File: src/rtl/skl_pkg.sv
// Package for the sorted key list: sizes, request and result types, cell control.
package skl_pkg;

  localparam int LIST_DEPTH = 32;
  localparam int CNT_W      = $clog2(LIST_DEPTH + 1);
  localparam int KEY_W      = 16;
  localparam int PAY_W      = 16;

  localparam logic REQ_INSERT = 1'b0;
  localparam logic REQ_REMOVE = 1'b1;

  typedef enum logic [1:0] {
    ST_DONE      = 2'd0,
    ST_FULL      = 2'd1,
    ST_NOT_FOUND = 2'd2
  } status_t;

  typedef struct packed {
    logic             req_type;
    logic [KEY_W-1:0] entry_key;
    logic [PAY_W-1:0] entry_payload;
  } req_t;

  typedef struct packed {
    logic [1:0]       status;
    logic [5:0]       entry_count;
    logic [PAY_W-1:0] removed_payload;
  } res_t;

  typedef struct packed {
    logic [KEY_W-1:0] key;
    logic [PAY_W-1:0] payload;
  } entry_t;

  typedef struct packed {
    logic ins;
    logic rm;
  } op_t;

endpackage

File: src/rtl/sorted_key_list.sv
// Sorted key list top level: row of cells, fill count and result register.
// Latency: a result is valid in the cycle after its request is accepted.
// Throughput: one request per cycle while results are taken; every cell compares
// and shifts in that one cycle, and the input stalls only while a result is held.
// Reset clears the fill count and result valid; cell contents are not cleared
// and no clearing pass is run, so requests are taken straight after reset.
module sorted_key_list (
  input  logic          clk,
  input  logic          rst,
  input  logic          req_valid,
  output logic          req_stall,
  input  skl_pkg::req_t req,
  output logic          res_valid,
  input  logic          res_stall,
  output skl_pkg::res_t res
);

  localparam int N = skl_pkg::LIST_DEPTH;

  logic [skl_pkg::CNT_W-1:0] count;
  logic [skl_pkg::CNT_W-1:0] count_next;
  logic                      accept;
  logic                      full;
  logic                      found;
  logic [N-1:0]              valid;
  logic [N-1:0]              lt;
  logic [N-1:0]              hit;
  logic [N:0]                prev_lt;
  skl_pkg::entry_t           entry [N];
  skl_pkg::entry_t           bcast;
  skl_pkg::op_t              op;
  logic [skl_pkg::PAY_W-1:0] hit_payload;
  skl_pkg::res_t             res_next;

  assign req_stall = res_valid && res_stall;
  assign accept    = req_valid && !req_stall;
  assign full      = (count == skl_pkg::CNT_W'(N));
  assign found     = |hit;

  assign bcast.key     = req.entry_key;
  assign bcast.payload = req.entry_payload;

  assign op.ins = accept && (req.req_type == skl_pkg::REQ_INSERT) && !full;
  assign op.rm  = accept && (req.req_type == skl_pkg::REQ_REMOVE) && found;

  assign prev_lt[0] = 1'b1;

  for (genvar i = 0; i < N; i++) begin : g_cell
    skl_pkg::entry_t prev_e;
    skl_pkg::entry_t next_e;

    assign valid[i]     = (skl_pkg::CNT_W'(i) < count);
    assign prev_lt[i+1] = lt[i];

    if (i == 0) begin : g_first
      assign prev_e = bcast;
    end else begin : g_mid
      assign prev_e = entry[i-1];
    end

    if (i == N - 1) begin : g_last
      assign next_e = '0;
    end else begin : g_inner
      assign next_e = entry[i+1];
    end

    skl_cell u_cell (
      .clk        (clk),
      .bcast      (bcast),
      .op         (op),
      .valid      (valid[i]),
      .prev_lt    (prev_lt[i]),
      .prev_entry (prev_e),
      .next_entry (next_e),
      .lt         (lt[i]),
      .hit        (hit[i]),
      .entry      (entry[i])
    );
  end

  always_comb begin
    hit_payload = '0;
    for (int i = 0; i < N; i++) begin
      hit_payload = hit_payload | (entry[i].payload & {skl_pkg::PAY_W{hit[i]}});
    end
  end

  always_comb begin
    count_next = count;
    if (op.ins) begin
      count_next = count + skl_pkg::CNT_W'(1);
    end else if (op.rm) begin
      count_next = count - skl_pkg::CNT_W'(1);
    end
  end

  always_comb begin
    res_next.entry_count     = 6'(count_next);
    res_next.removed_payload = '0;
    if (req.req_type == skl_pkg::REQ_INSERT) begin
      res_next.status = full ? skl_pkg::ST_FULL : skl_pkg::ST_DONE;
    end else if (found) begin
      res_next.status          = skl_pkg::ST_DONE;
      res_next.removed_payload = hit_payload;
    end else begin
      res_next.status = skl_pkg::ST_NOT_FOUND;
    end
  end

  always_ff @(posedge clk) begin
    if (rst) begin
      count     <= '0;
      res_valid <= 1'b0;
    end else begin
      count <= count_next;
      if (accept) begin
        res_valid <= 1'b1;
      end else if (!res_stall) begin
        res_valid <= 1'b0;
      end
    end
  end

  always_ff @(posedge clk) begin
    if (accept) begin
      res <= res_next;
    end
  end

`ifndef SYNTHESIS
  a_count_bound: assert property (@(posedge clk) disable iff (rst)
    count <= skl_pkg::CNT_W'(N))
    else $error("fill count above list depth");

  a_single_hit: assert property (@(posedge clk) disable iff (rst)
    $onehot0(hit))
    else $error("more than one cell matched the key");

  a_count_idle: assert property (@(posedge clk) disable iff (rst)
    !accept |=> $stable(count))
    else $error("fill count changed without a request");

  a_count_step: assert property (@(posedge clk) disable iff (rst)
    accept |=> (count == $past(count)) ||
               (count == $past(count) + skl_pkg::CNT_W'(1)) ||
               (count == $past(count) - skl_pkg::CNT_W'(1)))
    else $error("fill count moved by more than one");

  a_full_refused: assert property (@(posedge clk) disable iff (rst)
    accept && full && (req.req_type == skl_pkg::REQ_INSERT) |=>
      res.status == skl_pkg::ST_FULL)
    else $error("insert into full list not refused");
`endif

endmodule

File: src/rtl/skl_cell.sv
// One list cell: holds an entry, compares it with the broadcast key, shifts either way.
module skl_cell (
  input  logic              clk,
  input  skl_pkg::entry_t   bcast,
  input  skl_pkg::op_t      op,
  input  logic              valid,
  input  logic              prev_lt,
  input  skl_pkg::entry_t   prev_entry,
  input  skl_pkg::entry_t   next_entry,
  output logic              lt,
  output logic              hit,
  output skl_pkg::entry_t   entry
);

  skl_pkg::entry_t entry_next;

  assign lt  = valid && (entry.key < bcast.key);
  assign hit = valid && (entry.key == bcast.key) && prev_lt;

  always_comb begin
    entry_next = entry;
    if (op.ins && !lt) begin
      entry_next = prev_lt ? bcast : prev_entry;
    end else if (op.rm && !lt) begin
      entry_next = next_entry;
    end
  end

  always_ff @(posedge clk) begin
    entry <= entry_next;
  end

endmodule

File: config.mk
export PLATFORM = sky130hd
export DESIGN_NAME = sorted_key_list
export DESIGN_NICKNAME = d
export VERILOG_FILES = /design/src/rtl/skl_pkg.sv /design/src/rtl/sorted_key_list.sv /design/src/rtl/skl_cell.sv
export SDC_FILE = /design/constraint.sdc
export NUM_CORES = 2
export LEC_CHECK = 0
export ABC_AREA = 1
export BUFFER_PORTS_ARGS = -buffer_cell sky130_fd_sc_hd__buf_2
export CORE_MARGIN = 2
export CORE_UTILIZATION = 30
export DETAILED_ROUTE_END_ITERATION = 12
export GPL_TIMING_DRIVEN = 0
export PLACE_DENSITY = 0.43
export SETUP_SLACK_MARGIN = 0.4
export SLEW_MARGIN = 20
export SYNTH_ARGS = -nofsm -noshare
export SYNTH_HDL_FRONTEND = slang
export SYNTH_SLANG_ARGS = --single-unit
File: constraint.sdc
create_clock -name clk -period 16.7 [get_ports clk]
set_input_delay 1.67 -clock clk [delete_from_list [all_inputs] [get_ports clk]]
set_output_delay 1.67 -clock clk [all_outputs]
set_load 0.005 [all_outputs]
==> flow_summary.yaml <==
floorplanning:
  die_w_um: 484
  num_rows: 176
  dieArea_sq_um: 234000
  core_area_sq_um: 229000
  start_util_pct: 30.1
  pin_count: 63
  die_h_um: 484
clock_tree:
  cts_setup_buffers: 0
  htree_levels: 4
  cts-root-buf: "clkbuf_16"
  clockBufferDepth: 3
  clock_latency_ps: 840
  numCtsBuffers: 139
  clock-sinks: 1055
  tritoncts: "done"
  cts_hold_buf: 0
  cts.repair.resized: 0
  clkTransAtPathRegs_ps: 60
synth:
  ys_seq_elements: 1055
  synth_xor_area_share_pct: 0.0889
  synth-edff-count: 1048
  syn_area_per_cell_sq_um: 8.26
  synth_cell_types: 43
  syn_nets: 8904
  synthAdderAreaFrac_pct: 9.34
  netlist_area_sq_um: 69000
  synth-seq-area-share_pct: 45.8
  synth_top_family_by_area: "simple AND/OR/NAND/NOR gates"
  synth_cells: 8352
  async_reset_ff_share_pct: 0
  synth_simple_gate_area_share_pct: 19.1
  synth_flop_cell: "edfxtp_1"
  synth-compound-area-share_pct: 17.9
  muxShareOfSynthArea_pct: 0
  yosysWarnings: 0
final_layout:
  multiInputGateArea_sq_um: 32200
  seqCellArea_sq_um: 31600
  area_growth_syn_to_layout_pct: 14.4
  layout-drive-gt1-share_pct: 6.92
  post-route-util_pct: 34.4
  fillers: 24182
  nNetsFinal: 9161
placed_design:
  io_buffers: 62
  gp_congestion: 1.04
  dp.final_hpwl_um: 321000
sta:
  finalCritPeriodShare_pct: 43.1
  slew-limit-headroom_pct: 14.6
  final-setup-viol-count: 0
  report.final.slew_viol_count: 0
  setup_tns_ps: 0
  final.setup_skew_ps: 45.1
  fmax_ghz: 0.139
  hold_viol: 0
  rsz0062_at_grt: "no"
  worst_pin_slew_ps: 1280
  min_period_ps: 7200
route:
  wl_met3_um: 30900
  top_layer: "met5"
  postRouteWirelength_um: 392000
  route.detailed.drc: 0
  postRouteAntennaNets: 0
  drt-pass1-iter-count: 6
  drt-met1-wl_um: 172000
  vias_per_cell: 5.72
  route.vias.total: 67274
  wire_per_inst_um: 33.4
  drtIter0Drc: 8405
  wl_met2_um: 170000
setup_path:
  crit_slowest_cell: "clkbuf_1"
  startpoint: "req[30]"
  crit_arrival_ps: 7770
  path_buf_inv: 5
  crit_fanout: 18
  r2r_slack_ps: 10340
  max_stage_delay_ps: 830
  cp_top_family: "simple AND/OR/NAND/NOR gates"
  crit_end: "res[15]$_SDFFCE_PN0P_"
  critPathCaptureType: "flip-flop"
  reg2regPathDepth: 17
  path_cells: "buf_2 -> clkbuf_2 -> inv_4 -> buf_12 -> ha_1 -> nand2_1 -> nor2_1 -> nand2_1 -> nor2_1 -> nand2_1 -> nand3_1 -> clkbuf_1 -> o22ai_1 -> nor2_1 -> nand4_1 -> nor2_1 -> nor2_1"
  crit_cells: 17
  worstSetupPathType: "in2reg"
  start_kind: "input port"
  r2r_start: "count[1]$_SDFF_PP0_"
  cpMostUsedCell: "nor2_1"
  r2r_end: "res[4]$_SDFFCE_PN0P_"
  cp.required_ps: 17270
power:
  ir_worst_vdd_v: 0.0000861
  power.density_nw_per_um2: 91.8
  p_leak_nw: 32.0
  p_total_mw: 7.24
global_routing:
  grt_max_degree: 27
  grt_pass1_vias: 63217
  grt_usage_pct: 32.4
  grt_pass1_wl_um: 528000
  antenna_found_initial: 40
  grt_overflow: 0
min_path:
  hold_depth: 2
  hp-class: "reg2reg"
status:
  outcome: "finished, final reports clean"
job:
  maxCapViolCount: 0
-- worst min-delay path: cells and delay by family (launching register included) --
kind | cells | cell delay (ps)
flip-flops | 1 | 310
AND/OR/NAND/NOR | 1 | 70
AO/OA/AOI/OAI | 1 | 60
-- kinds of logic after synthesis --
logic type / count (synthesis)
buffers and inverters: 1372
AOI/OAI and AO/OA: 2134
and+or+nand+nor: 3269
xor gates and xnor gates: 7
DFF: 1055
adders and majority gates: 515
-- layout by cell type, fill, tap and decap left out, types with 26 or more instances in the layout --
cell	count
a21oi_1	199
a31oi_1	420
buf_1	38
buf_12	26
buf_2	174
clkbuf_1	367
clkbuf_16	142
clkinv_1	40
edfxtp_1	1048
ha_1	515
inv_1	797
inv_2	30
nand2_1	1597
nand3_1	112
nand4_1	58
nor2_1	1345
nor2_2	26
nor2_4	36
o21ai_0	677
o22ai_1	766
-- per-layer routing --
metal	up-vias	track usage, %
li1	29768	-
met1	33697	45.2
met5	-	0
met4	10	14.6
met3	530	5.46
met2	3269	48.9
-- stage by stage --
step / setup WS, ps / instance area [sq um] / cells / hold slack (ps)
finish: 9500 / 78900 / 11762 / 491
global route: 9700 / 78900 / 11749 / 540
CTS: 9730 / 78900 / 11743 / 494
detailed placement: 8830 / 74600 / 11493 / 483
global placement: 3820 / 73100 / 11440 / 460
floorplan: 9880 / 69000 / 8352 / 464
-- how the worst min path moves through the flow --
| stage | start | endpoint | slack (ps) |
|---|---|---|---|
| floorplan | res_valid$_SDFFE_PP0P_ | res_valid$_SDFFE_PP0P_ | 460 |
| global placement | res_valid$_SDFFE_PP0P_ | res_valid$_SDFFE_PP0P_ | 460 |
| detailed placement | res_valid$_SDFFE_PP0P_ | res_valid$_SDFFE_PP0P_ | 480 |
| CTS | res_valid$_SDFFE_PP0P_ | res_valid$_SDFFE_PP0P_ | 490 |
| global route | res_valid$_SDFFE_PP0P_ | res_valid$_SDFFE_PP0P_ | 540 |
| finish | res_valid$_SDFFE_PP0P_ | res_valid$_SDFFE_PP0P_ | 490 |
-- power by group --
group	switching, mW	internal [mW]	total, mW
Sequential	0.128	3.09	3.22
Combinational	0.728	0.291	1.02
Clock	1.34	1.67	3.00
Total	2.19	5.05	7.24
-- cell usage after synthesis, types with 8 or more instances --
library cell     n  share of area (%)
nand2_1       1597                8.7
nor2_1        1349                7.3
edfxtp_1      1048                 46
inv_1          813                4.4
o22ai_1        766                6.9
o21ai_0        677                4.9
ha_1           515                9.3
a31oi_1        420                3.8
clkbuf_1       348                1.9
a21oi_1        199                1.4
buf_2          113               0.82
nand3_1        112               0.81
nand4_1         58               0.53
nor2_2          54               0.49
buf_1           38               0.21
inv_2           29               0.16
nor3_1          23               0.17
and2_1          20               0.18
o21a_1          18               0.20
a21o_1          17               0.18
buf_4           16               0.17
nand3_2         15               0.22
o21bai_1        13               0.14
o21ai_1         11              0.080
nand2_2         10              0.091
nor2_8          10               0.29
a21boi_0         9              0.098
clkinv_1         8              0.044
-- state kept, by name, indices dropped and copies added (netlist names) --
| register | cells |
|---|---|
| count | 6 |
| g_cell.u_cell.entry | 1024 |
| res | 24 |
| res_valid | 1 |
-- cell type report --
cell class	count	share of cell area, %
plain buffers	521	2.82
clock inverters	75	0.788
well taps	3026	4.80
repair buffers	116	1.97
multi-input cells	5925	40.8
clock buffers	175	4.68
diodes	18	0.0571
inverters	851	4.10
flip-flops and latches	1055	40.0
Note: power is estimated with default switching activity, not from simulation.
